$ cat config.mk
export PLATFORM = sky130hd
export DESIGN_NAME = svpg_div_cell
export DESIGN_NICKNAME = d
export VERILOG_FILES = /design/src/hdl/svpg_pkg.sv /design/src/hdl/svpg_div_cell.sv
export SDC_FILE = /design/constraint.sdc
export NUM_CORES = 1
export LEC_CHECK = 0
export ABC_AREA = 1
export ABC_CLOCK_PERIOD_IN_PS = 1000
export BUFFER_PORTS_ARGS = -buffer_cell sky130_fd_sc_hd__buf_2
export CORE_ASPECT_RATIO = 1.75
export CORE_MARGIN = 4
export CORE_UTILIZATION = 48
export DETAILED_ROUTE_END_ITERATION = 6
export PLACE_DENSITY = 0.81
export SLEW_MARGIN = 15
export SYNTH_ARGS = -nofsm -noshare
export SYNTH_HDL_FRONTEND = slang
export SYNTH_SLANG_ARGS = --single-unit
$ cat constraint.sdc
create_clock -name clk -period 1 [get_ports clk]
set_input_delay 0.05 -clock clk [delete_from_list [all_inputs] [get_ports clk]]
set_output_delay 0.05 -clock clk [all_outputs]
set_load 0.1 [all_outputs]
$ cat src/hdl/svpg_pkg.sv
`timescale 1ns / 1ps

package svpg_pkg;

    localparam int IDX_W     = 12;
    localparam int AREA_W    = 12;
    localparam int RAD_W     = 11;
    localparam int CFG_IDX_W = 3;
    localparam int CFG_DATA_W = 12;
    localparam int GEO_W     = 13;
    localparam int TRIG_W    = 20;
    localparam int ANG_W     = 34;
    localparam int PROD_W    = GEO_W + TRIG_W;
    localparam int SUM_W     = 36;
    localparam int FRAC_W    = 16;
    localparam int MARGIN    = 10;
    localparam int ATAN_LEN  = 24;
    localparam int CORDIC_X0 = 39797;

    typedef enum logic [CFG_IDX_W-1:0] {
        CFG_SHAPE_MODE  = 3'd0,
        CFG_AREA_WIDTH  = 3'd1,
        CFG_AREA_HEIGHT = 3'd2,
        CFG_POINT_COUNT = 3'd3,
        CFG_STAR_INNER  = 3'd4,
        CFG_STAR_OUTER  = 3'd5
    } cfg_index_t;

    typedef enum logic [1:0] {
        SHAPE_CIRCLE  = 2'd0,
        SHAPE_ELLIPSE = 2'd1,
        SHAPE_STAR    = 2'd2
    } shape_t;

    typedef struct packed {
        logic signed [TRIG_W-1:0] x;
        logic signed [TRIG_W-1:0] y;
        logic signed [ANG_W-1:0]  z;
        logic [1:0]               quad;
        logic                     odd;
    } cordic_data_t;

    typedef struct packed {
        logic signed [GEO_W-1:0] xc;
        logic signed [GEO_W-1:0] yc;
        logic signed [GEO_W-1:0] rx_even;
        logic signed [GEO_W-1:0] ry_even;
        logic signed [GEO_W-1:0] rx_odd;
        logic signed [GEO_W-1:0] ry_odd;
    } geometry_t;

    // Arctangent of 2^-i as a 32-bit fraction of one turn.
    function automatic logic [31:0] atan_turn(input int unsigned i);
        logic [31:0] v;
        case (i)
            0:       v = 32'd536870912;
            1:       v = 32'd316933406;
            2:       v = 32'd167458907;
            3:       v = 32'd85004756;
            4:       v = 32'd42667331;
            5:       v = 32'd21354465;
            6:       v = 32'd10680862;
            7:       v = 32'd5340245;
            8:       v = 32'd2670163;
            9:       v = 32'd1335086;
            10:      v = 32'd667544;
            11:      v = 32'd333772;
            12:      v = 32'd166886;
            13:      v = 32'd83443;
            14:      v = 32'd41721;
            15:      v = 32'd20860;
            16:      v = 32'd10430;
            17:      v = 32'd5215;
            18:      v = 32'd2607;
            19:      v = 32'd1303;
            20:      v = 32'd651;
            21:      v = 32'd325;
            22:      v = 32'd162;
            23:      v = 32'd81;
            default: v = 32'd0;
        endcase
        return v;
    endfunction

endpackage

$ cat src/hdl/svpg_div_cell.sv
`timescale 1ns / 1ps

module svpg_div_cell #(
    parameter int PHASE_BITS = 16,
    parameter int BIT_POS    = 0
) (
    input  logic                        clk,
    input  logic                        rst_n,
    input  logic                        en,
    input  logic [svpg_pkg::IDX_W-1:0]  count,
    input  logic                        valid_in,
    input  logic [svpg_pkg::IDX_W-1:0]  idx_in,
    input  logic [svpg_pkg::IDX_W-1:0]  rem_in,
    input  logic [PHASE_BITS-1:0]       quo_in,
    output logic                        valid_out,
    output logic [svpg_pkg::IDX_W-1:0]  idx_out,
    output logic [svpg_pkg::IDX_W-1:0]  rem_out,
    output logic [PHASE_BITS-1:0]       quo_out
);
    import svpg_pkg::*;

    logic                 dbit;
    logic [IDX_W:0]       trial;
    logic [IDX_W:0]       diff;
    logic                 ge;
    logic                 valid_reg;
    logic [IDX_W-1:0]     idx_reg;
    logic [IDX_W-1:0]     rem_reg;
    logic [IDX_W-1:0]     rem_next;
    logic [PHASE_BITS-1:0] quo_reg;
    logic [PHASE_BITS-1:0] quo_next;

    // The dividend is the index followed by PHASE_BITS zero bits.
    generate
        if (BIT_POS >= PHASE_BITS) begin : g_idx_bit
            assign dbit = idx_in[BIT_POS-PHASE_BITS];
        end else begin : g_zero_bit
            assign dbit = 1'b0;
        end
    endgenerate

    always_comb
    begin
        trial    = {rem_in, dbit};
        diff     = trial - {1'b0, count};
        ge       = (trial >= {1'b0, count});
        rem_next = ge ? diff[IDX_W-1:0] : trial[IDX_W-1:0];
        quo_next = {quo_in[PHASE_BITS-2:0], ge};
    end

    always_ff @(posedge clk or negedge rst_n)
    begin
        if (!rst_n)
        begin
            valid_reg <= 1'b0;
        end
        else if (en)
        begin
            valid_reg <= valid_in;
        end
    end

    always_ff @(posedge clk)
    begin
        if (en)
        begin
            idx_reg <= idx_in;
            rem_reg <= rem_next;
            quo_reg <= quo_next;
        end
    end

    assign valid_out = valid_reg;
    assign idx_out   = idx_reg;
    assign rem_out   = rem_reg;
    assign quo_out   = quo_reg;

endmodule

==> results of run 1 <==
synthesized netlist by cell type (all sizes together):
cell type / instances / area (µm²)
nor2: 13 / 61.31
ha: 12 / 150.1
inv: 44 / 165.2
fa: 1 / 20.02
mux2: 1 / 11.26
xnor2: 1 / 8.760
and2: 1 / 8.760
xor2: 5 / 43.79
nand2: 67 / 271.5
edfxtp: 40 / 1201
o21ai: 5 / 32.53
dfrtp: 1 / 25.02
nand4: 9 / 56.30
a21oi: 4 / 31.28
buf: 1 / 20.02
nand3: 16 / 137.6
nand3b: 1 / 7.510
per-stage QoR:
stage / hold WS, ps / utilization, % / setup slack [ps] / area (µm²)
detailed placement: -164.1 / 85.16 / -677.5 / 3819
global placement: -175.2 / 85.16 / -530.3 / 3819
floorplan: -245.6 / - / -399.0 / 2464
kinds of logic after synthesis:
group / after synthesis / synth area share [%]
DFF: 41 / 54.44
buffers and inverters: 45 / 8.222
AOI/OAI and AO/OA: 9 / 2.833
xor gates and xnor gates: 6 / 2.333
and+or+nand+nor: 107 / 24.11
adders and majority gates: 13 / 7.555
muxes: 1 / 0.5000
==> metrics.md, run 1 <==
| Metric | Value |
|---|---|
| Routability-driven placement congestion ratio | 0.8591 |
| Input/output buffers | between 90 and 100 |
| Hold-fix buffers, CTS | 28 |
| Starting Density | approximately half |
| Post-synthesis cell area | 0.002252 mm² |
| Failed at | clock tree synthesis |
| Synth cell types | 26 |
| Synth Register Bits | about 40 |
| Syn Inst Count | ~220 |
| Syn_area_per_cell | roughly 10 µm² |
| Clk root buf | clkbuf_8 |
| Syn nets | just under 300 |
| Ys Warns | 0 |
| Die Height | ~99 µm |
| Setup bufs post-CTS | 10 |
| Io pins | 97 |
| CTS max path bufs | 2 |
| Die Width | between 50 and 60 µm |
| H-tree levels | 2 |
| TritonCTS Sinks | 41 |
| Post-DP HPWL | slightly above 6000 µm |
| Sequential area share after synthesis | a little over half |
| Cts repair resizes | 44 |
| Placed Cells incl. Taps | ~400 |
| Run Error | [ERROR DPL-0033] detailed placement checks failed during check placement. |
| Num rows | 32 |
| Outcome | did not finish |
| CTS buffer count | 5 |
==> run 2, diff against run 1 <==
- CORE_ASPECT_RATIO: 1.75 -> unset
- CORE_UTILIZATION: 48 -> 40
- PLACE_DENSITY: 0.81 -> unset
- PLACE_DENSITY_LB_ADDON: unset -> 0.15
==> run 2 against run 1 <==
Area after synthesis did not move. The flow now finishes, with violations (setup timing). Synthesized cell count unchanged.
==> metrics.md, run 2 <==
| Metric | Value |
|---|---|
| Commonest non-fill, non-tap cell in the layout | buf_2 |
| Power per Cell Area | roughly 1500 mW/mm² |
| Worst Path Max Fanout | 4 |
| First DRT Iteration DRCs | 171 |
| Worst EP required | about 1100 ps |
| Count leader, synth | nand2_1 |
| Synth cell types | 26 |
| Syn nets | slightly below 300 |
| Final Cell Area | approximately 0.0046 mm² |
| Crit path buffers/inverters | 5 |
| Pre-Repair DR Iteration Count | 4 |
| Die Height | between 80 and 90 µm |
| RSZ-0062 raised after global routing | yes |
| Share of layout cells above drive strength 1 | 57.07% |
| Hold crit path type | in2async |
| CP Depth | 13 |
| Startpoint types | input pin |
| Final Skew | 0 ps |
| GR Overflow Total | 0 |
| Failing checks | setup timing |
| Via Count | roughly 2300 |
| Top_reg_cell synth | edfxtp_1 |
| Post-synthesis cell area | roughly 0.0023 mm² |
| Crit-path cells | buf_8, ha_4, buf_6, nand2_4, buf_6, inv_1, nand2_2, nand2_2, inv_1, nand2_2, xor2_1, nand2_2, nand2_2 |
| Final non-filler cell total | 468 |
| Worst setup margin | -263.8 ps |
| Critical Path Start | rem_in[5] |
| R2R depth | 1 |
| Layout net count | approximately 470 |
| Slowest Stage Delay on Critical Path | around 250 ps |
| Max Fclk | between 700 and 800 MHz |
| Final Setup Violations | 15 |
| CP max-delay cell | ha_4 |
| Final wirelength | just over 8000 µm |
| Clk root buf | clkbuf_8 |
| MaxCap Viol Count | 0 |
| Number of flops mapped to enable cells by yosys | 40 |
| Io pins | 97 |
| Worst-margin pin slew | roughly 320 ps |
| H-tree levels | 2 |
| First-pass GRT wire length | between 10000 and 15000 µm |
| # DRC | 0 |
| Worst-Skew Late Latency | roughly 290 ps |
| Starting Density | around two fifths |
| Fin. Hold Viols | 0 |
| Largest net degree at the start of global routing | 25 |
| Syn_area_per_cell | between 10 and 15 µm² |
| Vias in the first global route | roughly 2400 |
| Syn Inst Count | about 220 |
| Largest register FFs | 16 |
| TritonCTS Sinks | 41 |
| Maximum VDD drop | between 0.8 and 0.9 mV |
| Reg2reg end | valid_out |
| Arrival time at the worst endpoint | approximately 1300 ps |
| CTS max path bufs | 2 |
| Asr flop ratio synth | roughly 2.4% |
| All-Layer GR Usage | 23.41% |
| Synth cell count leaders | 61 x nand2_1, 43 x inv_1, 40 x edfxtp_1 |
| Worst slew margin | between 70% and 80% |
| P_leak | between 2 and 2.5 nW |
| Core Area | 0.005473 mm² |
| Filler Cell Count | between 200 and 300 |
| Routability-driven placement congestion ratio | ~0.9 |
| End of the critical path | rem_out[7] |
| Antenna violations before repair | 0 |
| Vias per cell | between 4 and 5 |
| Area delta synth->final | 102.6% |
| Commonest cells after routing, fill and taps aside | 48 x buf_2, 42 x buf_12, 40 x edfxtp_1, 38 x nand2_1, 32 x buf_4 |
| Placed Area | roughly 0.0039 mm² |
| Synth Register Bits | 41 |
| Worst reg2reg startpoint | valid_out |
| Input/output buffers | 95 |
| Post-DP HPWL | 4923 µm |
| Ys Warns | 0 |
| Die ar. | roughly 0.0069 mm² |
| Routed len/inst | roughly 17 µm |
| Setup tns final | -2939 ps |
| Die Width | ~83 µm |
| Fin crit share | 126.4% |
| Period minus WS final | 1264 ps |
| CTS tree | yes |
| Most common cell on crit path | nand2_2 |
| Reg2reg setup slack | 120 ps |
| Outcome | finished with violations |
| Crit path capture type | flop |
| # diodes | 0 |
| Reg clk slew, reported paths | around 80 ps |
| Pins Over Slew Limit | 0 |
| Antenna-violating nets left | 0 |
| CP top delay family | buffers and inverters |
| Area leader, netlist | edfxtp_1 |
| WS Path Type | in2reg |
| Num rows | 27 |
| Sequential area share after synthesis | 54.44% |
| CTS buffer count | 5 |
| Area share of the largest cell type after synthesis | between 50% and 60% |
| Top cells by area, synth | edfxtp_1 53%, nand2_1 10%, inv_1 7.2% |
| Placed Cells incl. Taps | between 400 and 500 |
run 2: cell counts after synthesis:
Identical to the previous run, type by type.
run 2: area by class of cell:
class	count	area, µm²	share of cell area (%)
repair buffers	165	1784	39.10
flip-flops and latches	41	1230	26.95
multi-input cells	139	1180	25.86
inverters	44	175.2	3.839
well taps	72	90.09	1.974
clock buffers	5	68.82	1.508
clock inverters	2	35.03	0.7678
run 2: logic make-up after synthesis:
logic type / share of synthesized area (%)
compound gates: 2.833
flops: 54.44
xor+xnor: 2.333
buf+inv: 8.222
simple gates: 24.11
fa+ha+maj: 7.555
mux: 0.5000
run 2: worst min-delay path by stage:
stage	from	to	slack [ps]	cells past startpoint
final	rst_n	valid_out	80	2
after global routing	rst_n	valid_out	70	2
after CTS	rst_n	valid_out	60	2
after detailed placement	rst_n	valid_out	-170	1
after global placement	rst_n	valid_out	-180	1
after floorplan	rst_n	valid_out	-250	0
run 2: per-layer routing:
layer  global-route usage [%]  part of all wire, %  vias up
li1                         -                    -     1080
met3                    3.671                  6.1       24
met2                    42.35                   51      126
met1                    28.07                   40     1093
met4                    8.024                  2.9        0
met5                        0                    0        -
run 2: what timing repair did:
| item | in CTS | in global routing |
|---|---|---|
| gates cloned | 3 | 0 |
| buffers inserted | 7 | 1 |
| endpoints found under the setup margin | 14 | 15 |
| endpoints found under the hold margin | 29 | 0 |
| pin swaps | 35 | 10 |
| hold buffers | 29 | 0 |
| gates resized for setup | 34 | 23 |
run 2: metrics by stage:
step / util [%] / setup WS, ps / power (W) / hold WS (ps)
6_report: 83.38 / -263.8 / 0.006826 / 82.39
2_1_floorplan: - / -399.0 / 0.004022 / -245.6
3_3_place_gp: 70.99 / -555.1 / 0.005166 / -175.1
3_5_place_dp: 70.99 / -629.9 / 0.005216 / -173.8
5_1_grt: 83.38 / -303.9 / 0.007056 / 66.60
4_1_cts: 82.03 / -182.0 / 0.006689 / 55.65
run 2: power breakdown:
group	internal, W	leakage, nW	switching (W)
Combinational	0.00129	1.64	0.00199
Sequential	0.00210	0.402	0.000149
Clock	0.000726	0.0540	0.000564
Power figures use the tool's default switching activity.
