==> src/hdl/svpg_pkg.sv <==
`timescale 1ns / 1ps

package svpg_pkg;

    localparam int IDX_W     = 12;
    localparam int AREA_W    = 12;
    localparam int RAD_W     = 11;
    localparam int CFG_IDX_W = 3;
    localparam int CFG_DATA_W = 12;
    localparam int GEO_W     = 13;
    localparam int TRIG_W    = 20;
    localparam int ANG_W     = 34;
    localparam int PROD_W    = GEO_W + TRIG_W;
    localparam int SUM_W     = 36;
    localparam int FRAC_W    = 16;
    localparam int MARGIN    = 10;
    localparam int ATAN_LEN  = 24;
    localparam int CORDIC_X0 = 39797;

    typedef enum logic [CFG_IDX_W-1:0] {
        CFG_SHAPE_MODE  = 3'd0,
        CFG_AREA_WIDTH  = 3'd1,
        CFG_AREA_HEIGHT = 3'd2,
        CFG_POINT_COUNT = 3'd3,
        CFG_STAR_INNER  = 3'd4,
        CFG_STAR_OUTER  = 3'd5
    } cfg_index_t;

    typedef enum logic [1:0] {
        SHAPE_CIRCLE  = 2'd0,
        SHAPE_ELLIPSE = 2'd1,
        SHAPE_STAR    = 2'd2
    } shape_t;

    typedef struct packed {
        logic signed [TRIG_W-1:0] x;
        logic signed [TRIG_W-1:0] y;
        logic signed [ANG_W-1:0]  z;
        logic [1:0]               quad;
        logic                     odd;
    } cordic_data_t;

    typedef struct packed {
        logic signed [GEO_W-1:0] xc;
        logic signed [GEO_W-1:0] yc;
        logic signed [GEO_W-1:0] rx_even;
        logic signed [GEO_W-1:0] ry_even;
        logic signed [GEO_W-1:0] rx_odd;
        logic signed [GEO_W-1:0] ry_odd;
    } geometry_t;

    // Arctangent of 2^-i as a 32-bit fraction of one turn.
    function automatic logic [31:0] atan_turn(input int unsigned i);
        logic [31:0] v;
        case (i)
            0:       v = 32'd536870912;
            1:       v = 32'd316933406;
            2:       v = 32'd167458907;
            3:       v = 32'd85004756;
            4:       v = 32'd42667331;
            5:       v = 32'd21354465;
            6:       v = 32'd10680862;
            7:       v = 32'd5340245;
            8:       v = 32'd2670163;
            9:       v = 32'd1335086;
            10:      v = 32'd667544;
            11:      v = 32'd333772;
            12:      v = 32'd166886;
            13:      v = 32'd83443;
            14:      v = 32'd41721;
            15:      v = 32'd20860;
            16:      v = 32'd10430;
            17:      v = 32'd5215;
            18:      v = 32'd2607;
            19:      v = 32'd1303;
            20:      v = 32'd651;
            21:      v = 32'd325;
            22:      v = 32'd162;
            23:      v = 32'd81;
            default: v = 32'd0;
        endcase
        return v;
    endfunction

endpackage

==> src/hdl/svpg_coord_out.sv <==
`timescale 1ns / 1ps

module svpg_coord_out #(
    parameter int COORD_BITS = 13
) (
    input  logic                    clk,
    input  logic                    rst_n,
    input  logic                    en,
    input  svpg_pkg::geometry_t     geo,
    input  logic                    valid_in,
    input  svpg_pkg::cordic_data_t  data_in,
    output logic                    valid_out,
    output logic [COORD_BITS-1:0]   x_coord,
    output logic [COORD_BITS-1:0]   y_coord
);
    import svpg_pkg::*;

    localparam logic signed [SUM_W-1:0] SAT_HI = SUM_W'((64'sd1 <<< (COORD_BITS - 1)) - 64'sd1);
    localparam logic signed [SUM_W-1:0] SAT_LO = SUM_W'(-(64'sd1 <<< (COORD_BITS - 1)));

    logic signed [TRIG_W-1:0] cos_v;
    logic signed [TRIG_W-1:0] sin_v;
    logic signed [GEO_W-1:0]  rx;
    logic signed [GEO_W-1:0]  ry;
    logic signed [PROD_W-1:0] px_next;
    logic signed [PROD_W-1:0] py_next;
    logic signed [PROD_W-1:0] px_reg;
    logic signed [PROD_W-1:0] py_reg;
    logic                     mul_valid_reg;
    logic signed [SUM_W-1:0]  sx;
    logic signed [SUM_W-1:0]  sy;
    logic signed [SUM_W-1:0]  tx;
    logic signed [SUM_W-1:0]  ty;
    logic [COORD_BITS-1:0]    x_next;
    logic [COORD_BITS-1:0]    y_next;
    logic [COORD_BITS-1:0]    x_reg;
    logic [COORD_BITS-1:0]    y_reg;
    logic                     valid_reg;

    function automatic logic [COORD_BITS-1:0] saturate(input logic signed [SUM_W-1:0] v);
        logic signed [SUM_W-1:0] c;
        c = v;
        if (v > SAT_HI)
        begin
            c = SAT_HI;
        end
        if (v < SAT_LO)
        begin
            c = SAT_LO;
        end
        return c[COORD_BITS-1:0];
    endfunction

    // Quadrant rotation and radius scaling.
    always_comb
    begin
        case (data_in.quad)
            2'd0:
            begin
                cos_v = data_in.x;
                sin_v = data_in.y;
            end
            2'd1:
            begin
                cos_v = -data_in.y;
                sin_v = data_in.x;
            end
            2'd2:
            begin
                cos_v = -data_in.x;
                sin_v = -data_in.y;
            end
            default:
            begin
                cos_v = data_in.y;
                sin_v = -data_in.x;
            end
        endcase
        rx = data_in.odd ? geo.rx_odd : geo.rx_even;
        ry = data_in.odd ? geo.ry_odd : geo.ry_even;
        px_next = PROD_W'(rx) * PROD_W'(cos_v);
        py_next = PROD_W'(ry) * PROD_W'(sin_v);
    end

    // Centre offset, truncation toward zero and saturation.
    always_comb
    begin
        sx = (SUM_W'(geo.xc) <<< FRAC_W) + SUM_W'(px_reg);
        sy = (SUM_W'(geo.yc) <<< FRAC_W) + SUM_W'(py_reg);
        if (sx[SUM_W-1])
        begin
            sx = sx + SUM_W'((64'sd1 <<< FRAC_W) - 64'sd1);
        end
        if (sy[SUM_W-1])
        begin
            sy = sy + SUM_W'((64'sd1 <<< FRAC_W) - 64'sd1);
        end
        tx = sx >>> FRAC_W;
        ty = sy >>> FRAC_W;
        x_next = saturate(tx);
        y_next = saturate(ty);
    end

    always_ff @(posedge clk or negedge rst_n)
    begin
        if (!rst_n)
        begin
            mul_valid_reg <= 1'b0;
            valid_reg     <= 1'b0;
        end
        else if (en)
        begin
            mul_valid_reg <= valid_in;
            valid_reg     <= mul_valid_reg;
        end
    end

    always_ff @(posedge clk)
    begin
        if (en)
        begin
            px_reg <= px_next;
            py_reg <= py_next;
            x_reg  <= x_next;
            y_reg  <= y_next;
        end
    end

    assign valid_out = valid_reg;
    assign x_coord   = x_reg;
    assign y_coord   = y_reg;

endmodule

==> config.mk <==
export PLATFORM = sky130hd
export DESIGN_NAME = svpg_coord_out
export DESIGN_NICKNAME = d
export VERILOG_FILES = /design/src/hdl/svpg_pkg.sv /design/src/hdl/svpg_coord_out.sv
export SDC_FILE = /design/constraint.sdc
export NUM_CORES = 2
export LEC_CHECK = 0
export ABC_CLOCK_PERIOD_IN_PS = 5080
export BUFFER_PORTS_ARGS = -buffer_cell sky130_fd_sc_hd__buf_2
export CAP_MARGIN = 10
export CORE_ASPECT_RATIO = 1.5
export CORE_MARGIN = 2
export CORE_UTILIZATION = 45
export CTS_BUF_LIST = sky130_fd_sc_hd__clkbuf_4 sky130_fd_sc_hd__clkbuf_8
export DETAILED_ROUTE_END_ITERATION = 8
export GPL_TIMING_DRIVEN = 0
export PLACE_DENSITY = 0.6
export SLEW_MARGIN = 40
export SYNTH_ARGS = -nofsm -noshare
export SYNTH_HDL_FRONTEND = slang
export SYNTH_SLANG_ARGS = --single-unit
==> constraint.sdc <==
create_clock -name clk -period 5.08 [get_ports clk]
set_input_delay 1.016 -clock clk [delete_from_list [all_inputs] [get_ports clk]]
set_output_delay 1.016 -clock clk [all_outputs]
set_load 0.02 [all_outputs]
* Word-level counts from Yosys, hierarchy flattened
Index checks and enable logic that the tools add are counted.
** Storage, ports and cells
- Register bits after elaboration :: 94
- Bits in latches :: 0
- Memory bits (writable) :: 0
- Memory bits (read-only) :: 0
- Bits of input ports :: 159
- Output and inout port bits :: 27
- Word-level logic and storage cells :: 29
- Memories kept :: 0
** Operators by class
- Add/sub/neg operators :: 6
- $mul :: 2
- Div/mod/pow operators :: 0
- Order comparisons :: 4
- Equality and inequality tests :: 2
- Shifts and indexed selects :: 0
- Multiplexer cells :: 8
- Bitwise gates (word level) :: 0
- Reduce and logical (&&, ||, !) cells :: 1
** Operators by type and width (number)
- 20-bit one-hot mux with 3 select lines :: 2
- 36-bit 2-to-1 mux :: 2
- 34-bit by 17-bit adder with 35-bit output, second input constant :: 2
- 29-bit by 33-bit adder with 34-bit output :: 2
- 13-bit by 20-bit multiplier with 33-bit output :: 2
- 13-bit 2-to-1 mux :: 4
- 20-bit by 13-bit greater-than comparator with 1-bit output, second input constant :: 2
- 20-bit by 13-bit less-than comparator with 1-bit output, second input constant :: 2
- 20-bit negator :: 2
- 2-bit by 1-bit == test with 1-bit output, second input constant :: 1
- 2-bit == test, second input constant :: 1
- 2-bit zero test :: 1

* Depth between registers and ports, before layout
- Depth after elaboration :: 5
- Gate-level depth with buffers :: 30
- Mapped depth without buffers :: 29

* Worst setup path before layout
Ideal clock, no wire load.
- Path type :: input-to-reg
- Start :: in data_in[62] (netlist bit)
- End :: reg py_reg[31] (data pin)
- Library setup time :: 0.265 ns
- Arrival time :: 7.841 ns
- Data required time :: 4.815 ns
- Path slack :: -3.027 ns
- Stages :: 25
- Buffers on the path :: 0
- Cells stage by stage :: or4_4 nor4_4 nand2_1 o31ai_1 xnor2_1 nand2_1 o21a_1 nor2_1 fa_1 inv_1 fa_1 inv_1 fa_1 fa_1 fa_1 fa_1 ha_1 a21o_1 a21o_1 a21o_1 a32o_2 a2111oi_4 o211ai_2 and4_4 or3_1
** On the way
- Cells in the longest elaborated chain, start to end :: 3
** Ends and longest elaborated chain
- start, declared :: line svpg_coord_out.sv:11 : input svpg_pkg::cordic_data_t data_in,
- 20-bit negator :: line svpg_coord_out.sv:76 : sin_v = -data_in.x;
- 20-bit one-hot mux with 3 select lines * :: line svpg_coord_out.sv:57 : case (data_in.quad)
- 13-bit by 20-bit multiplier with 33-bit output * :: line svpg_coord_out.sv:82 : py_next = PROD_W'(ry) * PROD_W'(sin_v);
- via py_next[31] :: line svpg_coord_out.sv:26 : logic signed [PROD_W-1:0] py_next;
- end signal, assigned :: line svpg_coord_out.sv:123 : py_reg <= py_next;
- end, declared :: line svpg_coord_out.sv:28 : logic signed [PROD_W-1:0] py_reg;
The timed path passes the listed nets; every way through them passes the cells marked *.
A chain may end at the register's enable or synchronous reset.

* Final worst setup path
- Start :: in data_in[62] (netlist bit)
- End :: reg px_reg[29] (data pin)
** On the way
- Cells in the longest elaborated chain, start to end :: 3
** Ends and longest elaborated chain
- 20-bit negator :: line svpg_coord_out.sv:70 : cos_v = -data_in.x;
- 20-bit one-hot mux with 3 select lines * :: line svpg_coord_out.sv:57
- 13-bit by 20-bit multiplier with 33-bit output * :: line svpg_coord_out.sv:81 : px_next = PROD_W'(rx) * PROD_W'(cos_v);
- via px_next[29] :: line svpg_coord_out.sv:25 : logic signed [PROD_W-1:0] px_next;
- end signal, assigned :: line svpg_coord_out.sv:122 : px_reg <= px_next;
- end, declared :: line svpg_coord_out.sv:27 : logic signed [PROD_W-1:0] px_reg;
Marked as above.

==> flow_summary_export.csv <==
group,metric,value,unit
cts,tritoncts_num_sinks,94,
synth,ys_warn_count,0,
cells_and_area,num-nets-final,3875,
place,port_buffers,146,
cts,cts-root-to-sink-buffers,2,
setup_path,rr_endpoint,"y_coord[6]",
cts,clkLatencyLatePin,460,ps
timing,slew_headroom,37.1,%
synth,synth-seq-cells,94,
synth,netlist_instances,2769,
timing,timing.final.crit_share,157,%
drt,drc_errors,0,
synth,synth.area.mux_share,2.39,%
synth,dominantRegCellSynth,"sky130_fd_sc_hd__edfxtp_1",
timing,finalSetupTns,-111580,ps
cells_and_area,post_route_cells_drive_above_1_share,21.5,%
drt,post_drt_wl_per_cell,22.8,um
place,detailed_place_hpwl,70900,um
grt,met3_usage,4.07,%
place,gpl.final_weighted_congestion,0.989,
synth,post_synthesis_sequential_area_ratio,11.1,%
synth,synth.cells.most_frequent,"sky130_fd_sc_hd__fa_1, sky130_fd_sc_hd__inv_1, sky130_fd_sc_hd__nand2_1, sky130_fd_sc_hd__nor2_1, sky130_fd_sc_hd__ha_1",
timing,max_clock_freq,0.126,GHz
setup_path,worst_ep_arrival_time,8160,ps
synth,postSynth.asyncResetShare,2.13,%
timing,grt_setup_unrepaired,"yes",
cells_and_area,sequential_cell_area_in_the_final_layout,2810,um^2
synth,combinational_family_with_the_most_area_after_synthesis,"adder cells",
drt,first_drt_pass_iteration_count,5,
synth,compound_gate_fraction_of_synth_area,10.7,%
cts,cts_tree,"built",
cells_and_area,fillers,5149,
cts,clk_root_buffer_cell,"sky130_fd_sc_hd__clkbuf_8",
grt,number_of_global_route_vias_before_repair,23300,
synth,synth.distinct_cells,93,
synth,synth_nets,3606,
floorplan,ios,186,
setup_path,cp-start-kind,"input port",
timing,timing.final.setup_violations,54,
cells_and_area,final_core_utilization,54.5,%
grt,grt_use_total,30.3,%
drt,vias,21100,
grt,grt_remaining_overflow,0,
cells_and_area,multi_input_area,22300,um^2
grt,globalRoute.busiestLayer,"met2",
cts,postCtsHoldBufs,0,
hold_path,class_of_the_tightest_hold_or_removal_check,"in2async",
cells_and_area,flow.area_growth_from_synthesis,19.9,%
grt,grt.met1_usage,28.8,%
synth,synth_top_area_share,38.0,%
synth,synth_edf_count,92,
run,drv.max_cap_violation_count,0,
status,violations,"negative setup slack",
floorplan,fp.dieW,198,um
setup_path,setup.reg_to_reg.worst_slack,970,ps
drt,drt-initial-drc-count,1075,
timing,tightest_slew,933,ps
cts,cts_made_buffers,9,
setup_path,timing.critical_path.mode_cell,"sky130_fd_sc_hd__fa_1",
synth,post_synth_fa_ha_maj_area_fraction,47.7,%
timing,timing_max_transition_violations_final,0,
setup_path,timing.critical_path.required,5280,ps
floorplan,floorplan.initialDensity,45.4,%
timing,fin_worst_hold_slack,314,ps
synth,synth_largest_area_cell,"sky130_fd_sc_hd__fa_1",
timing,finalHoldViolCount,0,
timing,clock_skew,19.0,ps
floorplan,design.die.area,58200,um^2
synth,synth_area_leaders,"sky130_fd_sc_hd__fa_1, sky130_fd_sc_hd__edfxtp_1, sky130_fd_sc_hd__ha_1",
setup_path,type_of_destination_of_the_critical_path,"register",
floorplan,rows,106,
setup_path,reg2regPathDepth,10,
setup_path,critical-path-slowest-cell,"sky130_fd_sc_hd__or4_4",
setup_path,timing.rr.start,"py_reg[16]",
timing,period_needed,7960,ps
status,outcome,"complete, but fails checks",
synth,synth_xor_area_share,5.19,%
drt,vias_per_cell,5.62,
cts,clk_pin_slew_worst_paths,110,ps
grt,grt_start_max_net_pins,68,
grt,met2_usage,58.0,%
drt,postRouteWirelength,85700,um
setup_path,max_stage_delay_on_crit_path,570,ps
synth,postSynthAreaPerCell,9.14,um^2
setup_path,timing.critical_path.fanout_max,4,
synth,area_of_the_mapped_netlist,25300,um^2
synth,synth_most_common_cell,"sky130_fd_sc_hd__fa_1",
setup_path,worst_setup_path_class,"in2reg",
timing,setup_ws,-2880,ps
grt,wire_length_of_the_first_global_routing_pass,130000,um
floorplan,core,55700,um^2
drt,antenna_left,0,
cts,ctsHtreeMaxLevel,3,
synth,post_synth_and_or_nand_nor_area_fraction,14.5,%
floorplan,die_y,294,um
grt,initial_antenna_violation_count,9,
[cells in the final DEF (no fill, tap or decap), drive strengths merged, types with 5 or more instances in the layout]
master	count
nand2	342
nor2b	17
diode	8
nor3b	6
a31oi	5
clkbuf	70
xor2	42
o21ai	103
o31ai	20
buf	280
mux2i	30
fa	480
nor4	17
nand4	9
and2	25
nand2b	16
a22oi	8
or3	16
o211ai	10
xnor2	108
mux2	27
and4	5
o21bai	11
nor2	300
edfxtp	92
a211oi	12
a2111oi	6
nand3	28
inv	475
a31o	5
o21a	50
ha	198
a21oi	88
nor3	28
a21o	34
and3	14
[layout make-up]
type | instances | share of cell area, %
antenna | 8 | 0.0660
buffer | 78 | 1.61
clock buffer | 10 | 0.433
clock inverter | 6 | 0.313
inverter | 474 | 5.96
multi-input combinational | 2119 | 73.4
sequential | 94 | 9.27
tap | 702 | 2.89
timing repair buffer | 262 | 6.06
[worst max path at each step]
| stage | endpoint | startpoint | slack [ps] | cells past startpoint |
|---|---|---|---|---|
| 3_5_place_dp | px_reg[32] | data_in[59] | -4410 | 24 |
| 3_3_place_gp | px_reg[31] | data_in[59] | -4820 | 24 |
| 5_1_grt | px_reg[29] | data_in[62] | -3060 | 32 |
| 2_1_floorplan | py_reg[31] | data_in[59] | -2850 | 25 |
| 4_1_cts | py_reg[31] | data_in[62] | -2800 | 28 |
| 6_report | px_reg[29] | data_in[62] | -2880 | 32 |
[metrics by stage]
step	instances	instance area, um^2	setup slack (ps)
2_1_floorplan	2769	25600	-2850
3_3_place_gp	3617	27200	-4820
3_5_place_dp	3618	27300	-4410
4_1_cts	3704	29300	-2800
5_1_grt	3747	30300	-3060
6_report	3753	30300	-2880
[worst max-delay path: cells and delay by family]
kind,cells,cell delay [ps]
AOI/OAI and AO/OA,9,1910
buffers and inverters,10,1080
adders and majority gates,7,2990
xor gates and xnor gates,2,290
and+or+nand+nor,4,870
[repair_timing]
action                                  4_1_cts  5_1_grt
gates cloned                                  0        0
endpoints found under the setup margin       56       55
gates resized for setup                     266      143
endpoints found under the hold margin         0        0
pin swaps                                    74       71
buffers inserted                             76       47
[per-layer routing]
metal | up-vias | routed length [um]
met5 | - | 23
met4 | 4 | 7910
met3 | 317 | 4030
met2 | 738 | 46500
met1 | 10600 | 27300
li1 | 9426 | -
[cell families after synthesis]
group / Yosys count
AO/OA/AOI/OAI: 396
XOR/XNOR: 150
adder cells (fa/ha/maj): 678
buffers and inverters: 556
flip-flops: 94
multiplexers: 57
AND/OR/NAND/NOR: 838
Power is not shown: default switching activity piles up to over one toggle a cycle in this logic, so the estimate is an artifact.
