### src/hdl/svpg_pkg.sv
`timescale 1ns / 1ps

package svpg_pkg;

    localparam int IDX_W     = 12;
    localparam int AREA_W    = 12;
    localparam int RAD_W     = 11;
    localparam int CFG_IDX_W = 3;
    localparam int CFG_DATA_W = 12;
    localparam int GEO_W     = 13;
    localparam int TRIG_W    = 20;
    localparam int ANG_W     = 34;
    localparam int PROD_W    = GEO_W + TRIG_W;
    localparam int SUM_W     = 36;
    localparam int FRAC_W    = 16;
    localparam int MARGIN    = 10;
    localparam int ATAN_LEN  = 24;
    localparam int CORDIC_X0 = 39797;

    typedef enum logic [CFG_IDX_W-1:0] {
        CFG_SHAPE_MODE  = 3'd0,
        CFG_AREA_WIDTH  = 3'd1,
        CFG_AREA_HEIGHT = 3'd2,
        CFG_POINT_COUNT = 3'd3,
        CFG_STAR_INNER  = 3'd4,
        CFG_STAR_OUTER  = 3'd5
    } cfg_index_t;

    typedef enum logic [1:0] {
        SHAPE_CIRCLE  = 2'd0,
        SHAPE_ELLIPSE = 2'd1,
        SHAPE_STAR    = 2'd2
    } shape_t;

    typedef struct packed {
        logic signed [TRIG_W-1:0] x;
        logic signed [TRIG_W-1:0] y;
        logic signed [ANG_W-1:0]  z;
        logic [1:0]               quad;
        logic                     odd;
    } cordic_data_t;

    typedef struct packed {
        logic signed [GEO_W-1:0] xc;
        logic signed [GEO_W-1:0] yc;
        logic signed [GEO_W-1:0] rx_even;
        logic signed [GEO_W-1:0] ry_even;
        logic signed [GEO_W-1:0] rx_odd;
        logic signed [GEO_W-1:0] ry_odd;
    } geometry_t;

    // Arctangent of 2^-i as a 32-bit fraction of one turn.
    function automatic logic [31:0] atan_turn(input int unsigned i);
        logic [31:0] v;
        case (i)
            0:       v = 32'd536870912;
            1:       v = 32'd316933406;
            2:       v = 32'd167458907;
            3:       v = 32'd85004756;
            4:       v = 32'd42667331;
            5:       v = 32'd21354465;
            6:       v = 32'd10680862;
            7:       v = 32'd5340245;
            8:       v = 32'd2670163;
            9:       v = 32'd1335086;
            10:      v = 32'd667544;
            11:      v = 32'd333772;
            12:      v = 32'd166886;
            13:      v = 32'd83443;
            14:      v = 32'd41721;
            15:      v = 32'd20860;
            16:      v = 32'd10430;
            17:      v = 32'd5215;
            18:      v = 32'd2607;
            19:      v = 32'd1303;
            20:      v = 32'd651;
            21:      v = 32'd325;
            22:      v = 32'd162;
            23:      v = 32'd81;
            default: v = 32'd0;
        endcase
        return v;
    endfunction

endpackage

### src/hdl/svpg_cordic_cell.sv
`timescale 1ns / 1ps

module svpg_cordic_cell #(
    parameter int STAGE = 0
) (
    input  logic                   clk,
    input  logic                   rst_n,
    input  logic                   en,
    input  logic                   valid_in,
    input  svpg_pkg::cordic_data_t data_in,
    output logic                   valid_out,
    output svpg_pkg::cordic_data_t data_out
);
    import svpg_pkg::*;

    logic signed [TRIG_W-1:0] dx;
    logic signed [TRIG_W-1:0] dy;
    logic signed [ANG_W-1:0]  atan;
    cordic_data_t             data_next;
    cordic_data_t             data_reg;
    logic                     valid_reg;

    always_comb
    begin
        dx   = $signed(data_in.y) >>> STAGE;
        dy   = $signed(data_in.x) >>> STAGE;
        atan = $signed({{(ANG_W-32){1'b0}}, atan_turn(STAGE)});
        data_next = data_in;
        if (!data_in.z[ANG_W-1])
        begin
            data_next.x = $signed(data_in.x) - dx;
            data_next.y = $signed(data_in.y) + dy;
            data_next.z = $signed(data_in.z) - atan;
        end
        else
        begin
            data_next.x = $signed(data_in.x) + dx;
            data_next.y = $signed(data_in.y) - dy;
            data_next.z = $signed(data_in.z) + atan;
        end
    end

    always_ff @(posedge clk or negedge rst_n)
    begin
        if (!rst_n)
        begin
            valid_reg <= 1'b0;
        end
        else if (en)
        begin
            valid_reg <= valid_in;
        end
    end

    always_ff @(posedge clk)
    begin
        if (en)
        begin
            data_reg <= data_next;
        end
    end

    assign valid_out = valid_reg;
    assign data_out  = data_reg;

endmodule

### config.mk
export PLATFORM = sky130hd
export DESIGN_NAME = svpg_cordic_cell
export DESIGN_NICKNAME = d
export VERILOG_FILES = /design/src/hdl/svpg_pkg.sv /design/src/hdl/svpg_cordic_cell.sv
export SDC_FILE = /design/constraint.sdc
export NUM_CORES = 1
export LEC_CHECK = 0
export BUFFER_PORTS_ARGS = -buffer_cell sky130_fd_sc_hd__clkbuf_2
export CORE_MARGIN = 3
export CORE_UTILIZATION = 57
export DETAILED_ROUTE_END_ITERATION = 6
export GPL_ROUTABILITY_DRIVEN = 0
export PLACE_DENSITY = 0.94
export SETUP_SLACK_MARGIN = 0.4
export SLEW_MARGIN = 20
export SYNTH_ARGS = -nofsm -noshare
export SYNTH_HDL_FRONTEND = slang
export SYNTH_SLANG_ARGS = --single-unit
### constraint.sdc
create_clock -name clk -period 1.5 [get_ports clk]
set_clock_uncertainty 0.15 [all_clocks]
set_input_delay 0.225 -clock clk [delete_from_list [all_inputs] [get_ports clk]]
set_output_delay 0.225 -clock clk [all_outputs]
set_load 0.02 [all_outputs]
==> results of run 1 <==
## logic make-up after synthesis
logic type      synth area share, %
compound gates                 20.8
xor+xnor                       6.08
fa+ha+maj                      14.8
buf+inv                        6.75
flops                          41.1
mux                            1.27
simple gates                   9.27
## cell usage after synthesis, types with 2 or more instances
master | count | area, um2
sky130_fd_sc_hd__nand2b_1 | 6 | 37.5
sky130_fd_sc_hd__o21a_1 | 3 | 22.5
sky130_fd_sc_hd__a21oi_1 | 63 | 315
sky130_fd_sc_hd__xor2_1 | 2 | 17.5
sky130_fd_sc_hd__a221oi_1 | 3 | 26.3
sky130_fd_sc_hd__nand3_1 | 6 | 30.0
sky130_fd_sc_hd__buf_6 | 4 | 45.0
sky130_fd_sc_hd__or3_1 | 2 | 12.5
sky130_fd_sc_hd__o211ai_1 | 4 | 30.0
sky130_fd_sc_hd__a31oi_1 | 4 | 25.0
sky130_fd_sc_hd__nand4_1 | 2 | 12.5
sky130_fd_sc_hd__o41ai_2 | 2 | 32.5
sky130_fd_sc_hd__a211oi_1 | 8 | 60.1
sky130_fd_sc_hd__o31ai_1 | 5 | 37.5
sky130_fd_sc_hd__o21ai_0 | 25 | 125
sky130_fd_sc_hd__fa_1 | 4 | 80.1
sky130_fd_sc_hd__edfxtp_1 | 76 | 2280
sky130_fd_sc_hd__mux2i_1 | 6 | 60.1
sky130_fd_sc_hd__o21bai_1 | 9 | 67.6
sky130_fd_sc_hd__buf_4 | 4 | 30.0
sky130_fd_sc_hd__ha_1 | 60 | 751
sky130_fd_sc_hd__nor3_1 | 9 | 45.0
sky130_fd_sc_hd__a211o_1 | 4 | 35.0
sky130_fd_sc_hd__buf_2 | 8 | 40.0
sky130_fd_sc_hd__inv_1 | 57 | 214
sky130_fd_sc_hd__nor2_1 | 35 | 131
sky130_fd_sc_hd__o31ai_4 | 2 | 42.5
sky130_fd_sc_hd__o221ai_1 | 2 | 17.5
sky130_fd_sc_hd__nor2b_1 | 7 | 43.8
sky130_fd_sc_hd__o21ai_2 | 3 | 26.3
sky130_fd_sc_hd__inv_2 | 6 | 22.5
sky130_fd_sc_hd__xnor2_1 | 37 | 324
sky130_fd_sc_hd__nand3b_1 | 3 | 22.5
sky130_fd_sc_hd__a21o_1 | 7 | 52.6
sky130_fd_sc_hd__nand2_1 | 24 | 90.1
sky130_fd_sc_hd__clkbuf_1 | 6 | 22.5
sky130_fd_sc_hd__o21ai_1 | 7 | 35.0
## metrics by stage
stage	instance area (um2)	worst slack [ps]	utilization [%]	setup TNS (ps)	hold WS (ps)
3_5_place_dp	7930	-1260	84.3	-34260	-148
2_1_floorplan	5920	-742	-	-16840	-221
3_3_place_gp	7930	-1050	84.3	-29630	-149
==> results.txt, run 1 <==
* Quantity of I/O buffers inserted on ports: 158
- After clock tree synthesis, the repair step resized 255 gates.
- Synthesis inferred 77 register bits.
* Post-synthesis instance area: 0.00562 mm2
- Maximum buffer depth of the clock tree: 2
* Post-CTS Setup Inserts: 14
* Total nets after synthesis: 693
- Number of synthesis warnings: 0
- Die W: 105 um
- The number of placed instances, taps included, is 970.
* First error message: [ERROR DPL-0038] Utilization greater than 100%, impossible to legalize
* Number of instances in the synthesized netlist: 548
- The average instance in the mapped netlist occupies 10.3 um2.
* H-tree levels: 3
* DP HPWL: 15700 um
* Result of the run: did not finish
* Most frequently used flop master after synthesis: sky130_fd_sc_hd__edfxtp_1
- Clock Root Buffer: sky130_fd_sc_hd__clkbuf_8
- The share of the Yosys chip area taken by registers is 41.1%.
- Count of hold buffers inserted by post-cts repair: 34
* Initial Utilization: 59.7%
* Number of distinct library cells after synthesis: 70
- During I/O placement, the number of pins put on the boundary was 159.
- Height of the die: 105 um
- Buffers inserted during clock tree synthesis total 9.
- Number of enable-type register cells in the synthesized netlist: 76
- After synthesis, the share of flip-flops with an asynchronous set or reset is 1.30%.
- The tree built by TritonCTS fans out to 77 sinks.
- Row count: 35
- Failed at: clock tree synthesis
==> run 2, diff against run 1 <==
--- a/config.mk
+++ b/config.mk
@@ -7,11 +7,10 @@
 export LEC_CHECK = 0
 export BUFFER_PORTS_ARGS = -buffer_cell sky130_fd_sc_hd__clkbuf_2
 export CORE_MARGIN = 3
-export CORE_UTILIZATION = 57
+export CORE_UTILIZATION = 40
 export DETAILED_ROUTE_END_ITERATION = 6
 export GPL_ROUTABILITY_DRIVEN = 0
-export PLACE_DENSITY = 0.94
-export SETUP_SLACK_MARGIN = 0.4
+export PLACE_DENSITY_LB_ADDON = 0.15
 export SLEW_MARGIN = 20
 export SYNTH_ARGS = -nofsm -noshare
 export SYNTH_HDL_FRONTEND = slang
==> run 2 against run 1 <==
The flow now finishes, with violations (setup timing). Synthesized cell count is the same. Area after synthesis is the same.
==> results.txt, run 2 <==
* Min-Delay Path Class: input port to register
- Core occupancy in the finished layout: 70.2%
- GR Overflow Total: 0
- STA classifies the critical path startpoint as an input port.
- The wire-length estimate of the detail-placed layout is 13900 um.
- Maximum number of pins on one net before global-route repair: 41
- After Yosys synthesis, XOR and XNOR cells account for 6.08% of the synthesized area.
- Cell taking the most area after synthesis: sky130_fd_sc_hd__edfxtp_1
- Input and output buffers added on the ports amount to 158.
* Main combinational cell family by area after synthesis: compound AO/OA/AOI/OAI gates
- Detailed Route Iter0 Violations: 352
- The number of nets handed over by synthesis was 693.
- The number of pins with negative max-slew slack in the final report is 0.
- Met1 capacity usage during global routing: 29.2%
- Antenna violations before repair: 0
- After detailed routing, the total wire length is 18000 um.
* Row count: 42
* Number of enable-type register cells in the synthesized netlist: 76
- Using the TritonRoute via totals, the vias-per-cell ratio works out to 5.06.
- Via count of the first global-routing pass: 5437
* # setup viols final: 33
- Core Region: 0.0135 mm2
- Gr usage total: 22.0%
- 0 antenna diodes ended up in the layout.
* Total Neg Setup Slack: -17620 ps
- In the post-synthesis netlist, the cell with the most instances is sky130_fd_sc_hd__edfxtp_1.
- Compound-Gate Fraction of Synth Area: 20.8%
- The checks that failed: setup timing.
- Portion of synthesized cell area occupied by the leading cell type: 40.6%
- The Yosys step of the flow raised 0 warnings.
- Result of the run: complete, but fails checks
- Full die area: 0.0155 mm2
- Top Ports: 159
- Unrepaired setup endpoints after global routing: true
- Number of synthesized register bits: 77
* Peak clock frequency supported by timing: 0.453 GHz
* Clock Root Buffer: sky130_fd_sc_hd__clkbuf_16
- Per-instance average area after synthesis: 10.3 um2
* Min Tclk post-route: 2210 ps
* Average wire per cell in the routed design: 16.5 um
- Maximum buffer depth of the clock tree: 2
- Die W: 125 um
* Crit share post-route: 147%
* Critical Path Fanout Max: 5
- Clock sink count: 77
* Cell area after placement: 0.00808 mm2
- TritonCTS clock tree: built
- For this design the ratio of total power to cell area is 869 mW/mm2.
* Adder and majority cell fraction of the synthesized area: 14.8%
- Leading cell type in the layout, fill and taps excluded: sky130_fd_sc_hd__buf_4
- Setup Crit Path Kind: input port to register
- Worst hold slack: 28.3 ps
- GR Util met3: 3.64%
* Fill cell instance count of the final layout: 1001
* Post-synthesis instance area: 0.00562 mm2
- The finished cells cover 0.00948 mm2.
- Ranked by total cell area, the synthesized netlist is headed by sky130_fd_sc_hd__edfxtp_1, sky130_fd_sc_hd__ha_1, sky130_fd_sc_hd__xnor2_1.
* Synth async-reset ratio: 1.30%
* Crit path arrival time: 2140 ps
- Highest-utilization routing layer at the global route stage: met2
- In the final layout, the share of cells above drive strength 1 is 54.1%.
- Commonest cells after routing, fill and taps aside: sky130_fd_sc_hd__buf_4, sky130_fd_sc_hd__clkbuf_2, sky130_fd_sc_hd__edfxtp_1
* WP data required: 1430 ps
- Counting distinct cell types in the post-synthesis netlist gives 70.
- Slew at the pin closest to its max-slew limit: 550 ps
- The portion of synthesized area spent on multiplexers is 1.27%.
- The tool flagged a number of max-cap violations equal to 0.
- Measured against its own limit, the worst slew margin works out to 63.0%.
- In the global route stage, met2 resource usage came out at 37.2%.
- Element type at the critical path end: register
* Area share of and/or/nand/nor cells after synthesis: 9.27%
- The H-tree generated during clock tree synthesis spans 3 levels.
* Maximum VDD drop: 0.000500 V
- Static Leakage: 4.25 nW
* Most used standard cells in the synthesized netlist: sky130_fd_sc_hd__edfxtp_1, sky130_fd_sc_hd__a21oi_1, sky130_fd_sc_hd__ha_1
- At the later pin of the worst-skew pair, clock insertion delay measures 330 ps.
- Pre-CTS worst setup slack: -1210 ps
- Wire length of the first global-routing pass: 27800 um
- The number of failing hold endpoints at the final stage was 0.
- Drt pass-1 iters: 5
- Most frequently used flop master after synthesis: sky130_fd_sc_hd__edfxtp_1
- Fraction of the yosys area taken by sequential cells: 41.1%
- After the last flow step, the layout net total stands at 1057.
- Number of flip-flops in the largest register: 76
- The initial utilization of the core area, before any placement, comes to 41.6%.
- From bottom edge to top edge, the die measures 125 um.
* Number of instances in the synthesized netlist: 548
- Once routing completed, OpenROAD measured the worst setup slack at -705 ps.
- Area Growth Syn to Fin: 68.8%
* Inserted Clock Buffers: 9
* ANT nets after route: 0
- Overall via count from detail_route: 5527
- DR DRC count: 0
* Clock-pin slew on the worst setup and hold paths: 60 ps
run 2: cell counts after synthesis:
Identical to the previous run, type by type.
run 2: cell type report:
type	count	area [um2]	area share, %
multi-input cells	385	3670	38.7
repair buffers	375	2720	28.7
flip-flops and latches	77	2310	24.3
inverters	64	274	2.89
clock buffers	9	225	2.37
well taps	176	220	2.32
clock inverters	7	67.6	0.712
run 2: critical path: stages:
cell and delay, ps:
sky130_fd_sc_hd__clkbuf_16 130, sky130_fd_sc_hd__ha_4 280, sky130_fd_sc_hd__nand2b_4 60, sky130_fd_sc_hd__a211o_4 370, sky130_fd_sc_hd__a31oi_4 310, sky130_fd_sc_hd__o41ai_4 130
sky130_fd_sc_hd__o311a_1 300, sky130_fd_sc_hd__a21o_1 190, sky130_fd_sc_hd__xnor2_1 130
run 2: per-stage QoR:
step	cells	total power (W)
3_5_place_dp	1025	0.00571
4_1_cts	1086	0.00805
6_report	1093	0.00824
5_1_grt	1093	0.00863
2_1_floorplan	548	0.00443
3_3_place_gp	1025	0.00565
run 2: per-layer routing:
layer	vias up	wire length, um
met3	23	1160
met4	0	261
met1	2591	7730
met2	225	8850
met5	-	0
li1	2688	-
run 2: path summary, 6_finish.rpt:
path                                   from      endpoint  slack, ps  cells past startpoint
worst max-delay path            data_in[58]  data_out[54]       -710                      9
worst min-delay path            data_in[32]  data_out[32]         30                      2
worst max register to register    valid_out     valid_out        580                      1
worst min register to register    valid_out     valid_out        400                      1
max in group asynchronous             rst_n     valid_out       1080                      2
min in group asynchronous             rst_n     valid_out         40                      2
run 2: repair_timing:
action,CTS,global route
pin swaps,36,52
gates resized for setup,58,75
endpoints found under the setup margin,33,35
hold buffers,34,0
buffers inserted,13,9
hold endpoints to repair,34,0
run 2: logic make-up (layout without fill, tap and decap cells):
kind of cell / count (synthesis) / count (layout)
compound gates: 171 / 171
xor+xnor: 39 / 39
fa+ha+maj: 64 / 64
buf+inv: 86 / 455
flops: 77 / 77
mux: 7 / 7
simple gates: 104 / 104
run 2: where the power goes:
| group | internal, W | leakage (nW) | switching (W) | total [W] |
|---|---|---|---|---|
| Clock | 0.00116 | 0.140 | 0.000917 | 0.00207 |
| Combinational | 0.00155 | 3.35 | 0.00180 | 0.00336 |
| Sequential | 0.00272 | 0.755 | 0.0000892 | 0.00281 |
(Power assumes the default switching activity.)
==> run 3, diff against run 2 <==
--- a/config.mk
+++ b/config.mk
@@ -11,6 +11,7 @@
 export DETAILED_ROUTE_END_ITERATION = 6
 export GPL_ROUTABILITY_DRIVEN = 0
 export PLACE_DENSITY_LB_ADDON = 0.15
+export REMOVE_ABC_BUFFERS = 1
 export SLEW_MARGIN = 20
 export SYNTH_ARGS = -nofsm -noshare
 export SYNTH_HDL_FRONTEND = slang
==> run 3 against run 2 <==
The run still ends with setup timing left. Register-to-register slack improved by 30 ps. Clock power up 5%. Wire length shrank 0.62%. Sequential share of layout area grew 0.27 points. Maximum frequency shrank 0.56%. Critical path type unchanged. Via count rose by 2.2%. Highest routed layer unchanged. Critical endpoint is now data_out[55].
==> results.txt, run 3 (synthesis gave the netlist of run 2 again) <==
- Peak clock frequency supported by timing: 0.451 GHz
* Cell internal pwr: 0.00556 W
- At the pin with the least slew margin, the transition time is 507 ps.
- The top cell types in the final layout, fill and taps aside, are sky130_fd_sc_hd__buf_4, sky130_fd_sc_hd__clkbuf_2, sky130_fd_sc_hd__edfxtp_1.
* Startpoint kind of the worst setup timing path: input port
- TritonCTS created 9 clock buffers.
- Portion of total power attributed to sequential cells: 33.8%
- Measured against its own limit, the worst slew margin works out to 65.9%.
- Summing all flip-flop and latch instances after layout gives 0.00231 mm2.
- For this run, global-route usage on met1 was measured as 29.6%.
- Dividing the detail-routed wire length by the instance count gives 16.1 um.
- For the worst flop-to-flop path, the logic depth is 1.
- In the final layout, the share of cells above drive strength 1 is 52.9%.
- Violated checks: setup timing
- Core Region: 0.0135 mm2
* Power after layout: 0.00827 W
- Entering global routing, the biggest net connects 37 pins.
- The pre-antenna-repair detailed-routing pass consisted of 5 iterations.
- GR Overflow Total: 0
* Power share of the clock group: 26.3%
- Height of the die: 125 um
* Area Growth Syn to Fin: 66.9%
* DR DRC count: 0
- Clock-pin slew on the worst setup and hold paths: 70 ps
* Clock sink count: 77
- Area of the multi-input gates: 0.00351 mm2
- The library cell used most frequently in the layout, excluding fill and tap cells, is sky130_fd_sc_hd__buf_4.
- STA puts the critical path data required time at 1440 ps.
- The repair_antennas step left the layout with diodes totalling 0.
- In this run switching power makes up 32.7% of total power.
- Crit path arrival time: 2160 ps
- Static Leakage: 4.27 nW
- The analysis attributes to net switching a power of 0.00271 W.
* # setup viols final: 32
* Gr usage total: 22.4%
* TritonCTS clock tree: built
- Of the available clock period, the critical path in the final layout requires 148%.
- For this run, the post-layout net count is 1074.
- Pre-CTS worst setup slack: -1280 ps
- After layout, the worst setup slack is -718 ps.
- Antenna violations before repair: 0
- Quantity of I/O buffers inserted on ports: 158
- For met2 alone, demand over resource in global routing was 37.5%.
- DP HPWL: 13600 um
- Detailed Route Iter0 Violations: 540
- Worst hold slack: 20.7 ps
* Post-detailed-routing wire length: 17900 um
* Top Ports: 159
- Logic gate share of total power: 39.8%
- Die W: 125 um
- Max-capacitance violation count: 0
- Element type at the critical path end: register
* Unrepaired setup endpoints after global routing: true
* Wire length of the first global-routing pass: 28500 um
- For this configuration, the core starts out at a cell density of 41.6%.
* Number of slew-limit violations in the final report: 0
* Number of flip-flops in the largest register: 76
- Clock Root Buffer: sky130_fd_sc_hd__clkbuf_16
- Once detail routing completed, the nets flagged for antenna violations numbered 0.
- Setup Crit Path Kind: input port to register
- At the later pin of the worst-skew pair, clock insertion delay measures 330 ps.
- Result of the run: complete, but fails checks
* Total power per unit cell area: 882 mW/mm2
- H-tree levels: 3
* Final hold viol count: 0
- Summed over all failing endpoints, the final setup total negative slack is -16790 ps.
- Detail-routed via count per cell: 5.09
* Maximum buffer depth of the clock tree: 2
- The filler cells instantiated in the layout total 1011.
- In the global route stage, met3 resource usage came out at 3.77%.
- Core occupancy in the finished layout: 69.4%
* Min Tclk post-route: 2220 ps
- The layer flagged by global routing as most heavily used is met2.
- Critical Path Fanout Max: 3
* Overall via count from detail_route: 5649
* Via count of the first global-routing pass: 5793
- The worst hold path was traced through 2 stages.
* Min-Delay Path Class: input port to register
- The die covers 0.0155 mm2.
- Row count: 42
* Maximum VDD drop: 0.000490 V
-- run 3: worst max-delay path: stages --
cell                        delay, ps
sky130_fd_sc_hd__clkbuf_16        120
sky130_fd_sc_hd__inv_4             30
sky130_fd_sc_hd__ha_4             150
sky130_fd_sc_hd__fa_2             390
sky130_fd_sc_hd__nor2b_4          160
sky130_fd_sc_hd__o21bai_4         100
sky130_fd_sc_hd__a211o_1          270
sky130_fd_sc_hd__o211ai_1         200
sky130_fd_sc_hd__nand3_1          190
sky130_fd_sc_hd__a31oi_2          230
sky130_fd_sc_hd__xnor2_1           80
-- run 3: metrics by stage --
step / std cells / cell area (um2)
after floorplan: 526 / 5480
after global placement: 1038 / 7860
after detailed placement: 1038 / 7860
after CTS: 1098 / 9000
after global routing: 1110 / 9380
final: 1110 / 9380
-- run 3: final cells by class --
type | count | share of cell area (%)
inverter | 64 | 2.71
multi-input combinational | 385 | 37.5
timing repair buffer | 392 | 29.7
clock inverter | 6 | 0.774
clock buffer | 10 | 2.44
tap | 176 | 2.35
sequential | 77 | 24.6
-- run 3: worst paths after layout --
path	from	slack [ps]	endpoint
hold reg to reg	valid_out	360	valid_out
hold / removal	data_in[32]	20	data_out[32]
setup / recovery	data_in[37]	-720	data_out[55]
max in group asynchronous	rst_n	1060	valid_out
min in group asynchronous	rst_n	50	valid_out
setup reg to reg	valid_out	610	valid_out
-- run 3: per-layer routing --
layer / wire, um / up-vias / share of wire, %
li1: - / 2727 / -
met1: 7660 / 2645 / 43
met2: 8700 / 241 / 49
met3: 1140 / 36 / 6.4
met4: 388 / 0 / 2.2
met5: 0 / - / 0
-- run 3: power groups by stage --
| stage | Clock, W | Sequential [W] | Combinational [W] |
|---|---|---|---|
| global placement | 0 | 0.00284 | 0.00269 |
| detailed placement | 0 | 0.00285 | 0.00273 |
| CTS | 0.00223 | 0.00280 | 0.00305 |
| global route | 0.00232 | 0.00282 | 0.00353 |
| floorplan | 0 | 0.00320 | 0.00106 |
| finish | 0.00218 | 0.00280 | 0.00329 |
-- run 3: repair_timing --
action,in CTS,in global routing
pin swaps,45,46
buffers inserted,11,13
hold endpoints to repair,34,0
gates resized for setup,88,77
hold buffers,34,0
endpoints found under the setup margin,33,33
==> run 4, diff against run 3 <==
--- a/config.mk
+++ b/config.mk
@@ -10,7 +10,6 @@
 export CORE_UTILIZATION = 40
 export DETAILED_ROUTE_END_ITERATION = 6
 export GPL_ROUTABILITY_DRIVEN = 0
-export PLACE_DENSITY_LB_ADDON = 0.15
 export REMOVE_ABC_BUFFERS = 1
 export SLEW_MARGIN = 20
 export SYNTH_ARGS = -nofsm -noshare
==> run 4 against run 3 <==
Sequential power about the same. Utilization increased by 0.70 points. Die area unchanged. Critical path depth decreased by 2. Combinational power increased by 3%. Worst setup slack got worse by 56 ps. The run still ends with setup timing left. First-iteration DRC count decreased by 25%.
==> results.txt, run 4 (synthesis gave the netlist of run 2 again) <==
* Clock sink count: 77
- Hold timing on the final database bottoms out at a slack of 37.5 ps.
* Clock Root Buffer: sky130_fd_sc_hd__clkbuf_16
- After detailed routing, the total wire length is 18500 um.
- The checks that failed: setup timing.
- Average wire per cell in the routed design: 16.8 um
- At the pin with the least slew margin, the transition time is 412 ps.
- Pre-CTS worst setup slack: -1260 ps
- The floorplan step defined a die boundary enclosing 0.0155 mm2.
- Initial Utilization: 41.6%
- Data arrives at the worst endpoint at 2190 ps.
- For the finished layout, the period the worst path requires is 2270 ps.
* ANT nets after route: 0
- At the worst endpoint, the required time is 1420 ps.
- Unrepaired setup endpoints after global routing: true
- Source-to-sink clock delay at the later pin of the worst-skew pair: 320 ps
* NumNets Final: 1068
* Startpoint kind of the worst setup timing path: input port
- After layout, the worst setup slack is -773 ps.
* Clock-pin slew on the worst setup and hold paths: 60 ps
- The register with the most flip-flops in the layout has 76 of them.
- For flop-to-flop paths, the worst setup slack is 600 ps.
- Leading cell type in the layout, fill and taps excluded: sky130_fd_sc_hd__buf_4
- DP HPWL: 13700 um
- Min-Delay Path Class: input port to register
- The die is 125 um wide.
- Final hold viol count: 0
- Global routing used 3.09% of the available met3 tracks.
- Detail-routed via count per cell: 5.25
- The worst setup path is of the input port to register kind.
* Core Region: 0.0135 mm2
- Max-capacitance violation count: 0
* Overall via count from detail_route: 5801
- Entering global routing, the biggest net connects 36 pins.
- Quantity of I/O buffers inserted on ports: 158
* Gr usage total: 22.1%
- GRT met2 Usage: 36.1%
* Result of the run: complete, but fails checks
- The global routing stage identified its most utilized layer as met2.
* H-tree levels: 3
* Via count of the first global-routing pass: 5655
* Top Ports: 159
* Drt pass-1 iters: 5
- Number of antenna cells inserted: 0
- Setup violations remaining at the end of the flow were counted as 33.
* Number of slew-limit violations in the final report: 0
- In the final layout, the share of cells above drive strength 1 is 54.6%.
* Commonest cells after routing, fill and taps aside: sky130_fd_sc_hd__buf_4, sky130_fd_sc_hd__clkbuf_2, sky130_fd_sc_hd__edfxtp_1
- The first routing iteration left 404 violations.
- After the flow finishes, the layout carries non-filler instances totaling 1104.
- Crit share post-route: 152%
- Measured on the finished design, the core utilization comes to 70.2%.
- Critical Path Fanout Max: 5
- The layout has 939 filler cells.
* Row count: 42
- From synthesis to final layout, the design area changed by 68.6%.
* Height of the die: 125 um
- Met1 capacity usage during global routing: 29.8%
- Inserted Clock Buffers: 9
- The first global-routing pass estimated 28500 um of wire.
- The worst setup path is captured at a register.
- In this run the static leakage power is 4.27 nW.
- In the routed design, unresolved DRC markers number 0.
* Total Neg Setup Slack: -19000 ps
- GR Overflow Total: 0
* Antenna violations before repair: 0
* Worst rel slew slack: 72.2%
* Total power per unit cell area: 879 mW/mm2
- Peak clock frequency supported by timing: 0.440 GHz
- Maximum VDD drop: 0.000449 V
- TritonCTS built the clock tree.
- DP Cell Count: 1026
* Maximum buffer depth of the clock tree: 2
-- run 4: cell type report --
| class | instances | area [um2] | share of cell area, % |
|---|---|---|---|
| Sequential cell | 77 | 2310 | 24.4 |
| Multi-Input combinational cell | 385 | 3600 | 38.0 |
| Tap cell | 176 | 220 | 2.32 |
| Inverter | 64 | 254 | 2.68 |
| Clock inverter | 7 | 73.8 | 0.779 |
| Timing Repair Buffer | 386 | 2790 | 29.5 |
| Clock buffer | 9 | 225 | 2.38 |
-- run 4: worst max-delay path: stages --
cell                       delay, ps
sky130_fd_sc_hd__clkbuf_2        130
sky130_fd_sc_hd__ha_4            340
sky130_fd_sc_hd__nor2_4           70
sky130_fd_sc_hd__a221oi_4        380
sky130_fd_sc_hd__a21boi_4        150
sky130_fd_sc_hd__o31ai_4         390
sky130_fd_sc_hd__o31a_1          250
sky130_fd_sc_hd__mux2i_1         100
sky130_fd_sc_hd__xnor2_1         150
-- run 4: per-layer routing --
metal	part of all wire, %	vias up
met3	7.3	60
met1	43	2699
met5	0	-
met2	47	326
li1	-	2716
met4	3.2	0
-- run 4: through the flow --
stage	power [W]	area [um2]
after floorplan	0.00426	5480
after global routing	0.00869	9470
after detailed placement	0.00558	7770
after CTS	0.00808	9050
after global placement	0.00552	7770
final	0.00833	9470
-- run 4: report_power, final --
| group | leakage [nW] | switching, W | internal [W] |
|---|---|---|---|
| clock | 0.146 | 0.000829 | 0.00129 |
| combinational | 3.37 | 0.00183 | 0.00156 |
| sequential | 0.755 | 0.0000884 | 0.00272 |
-- run 4: worst paths after layout --
path | cells past startpoint | endpoint | start
min in group asynchronous | 2 | valid_out | rst_n
worst min register to register | 1 | valid_out | valid_out
max in group asynchronous | 2 | valid_out | rst_n
worst max-delay path | 9 | data_out[52] | data_in[60]
worst max register to register | 1 | valid_out | valid_out
worst min-delay path | 2 | data_out[32] | data_in[32]
-- run 4: repair_timing --
action	in CTS	in global routing
setup buffers	15	17
pin swaps	51	64
endpoints found under the setup margin	34	33
hold endpoints to repair	34	0
gates resized for setup	113	83
hold buffers	34	0
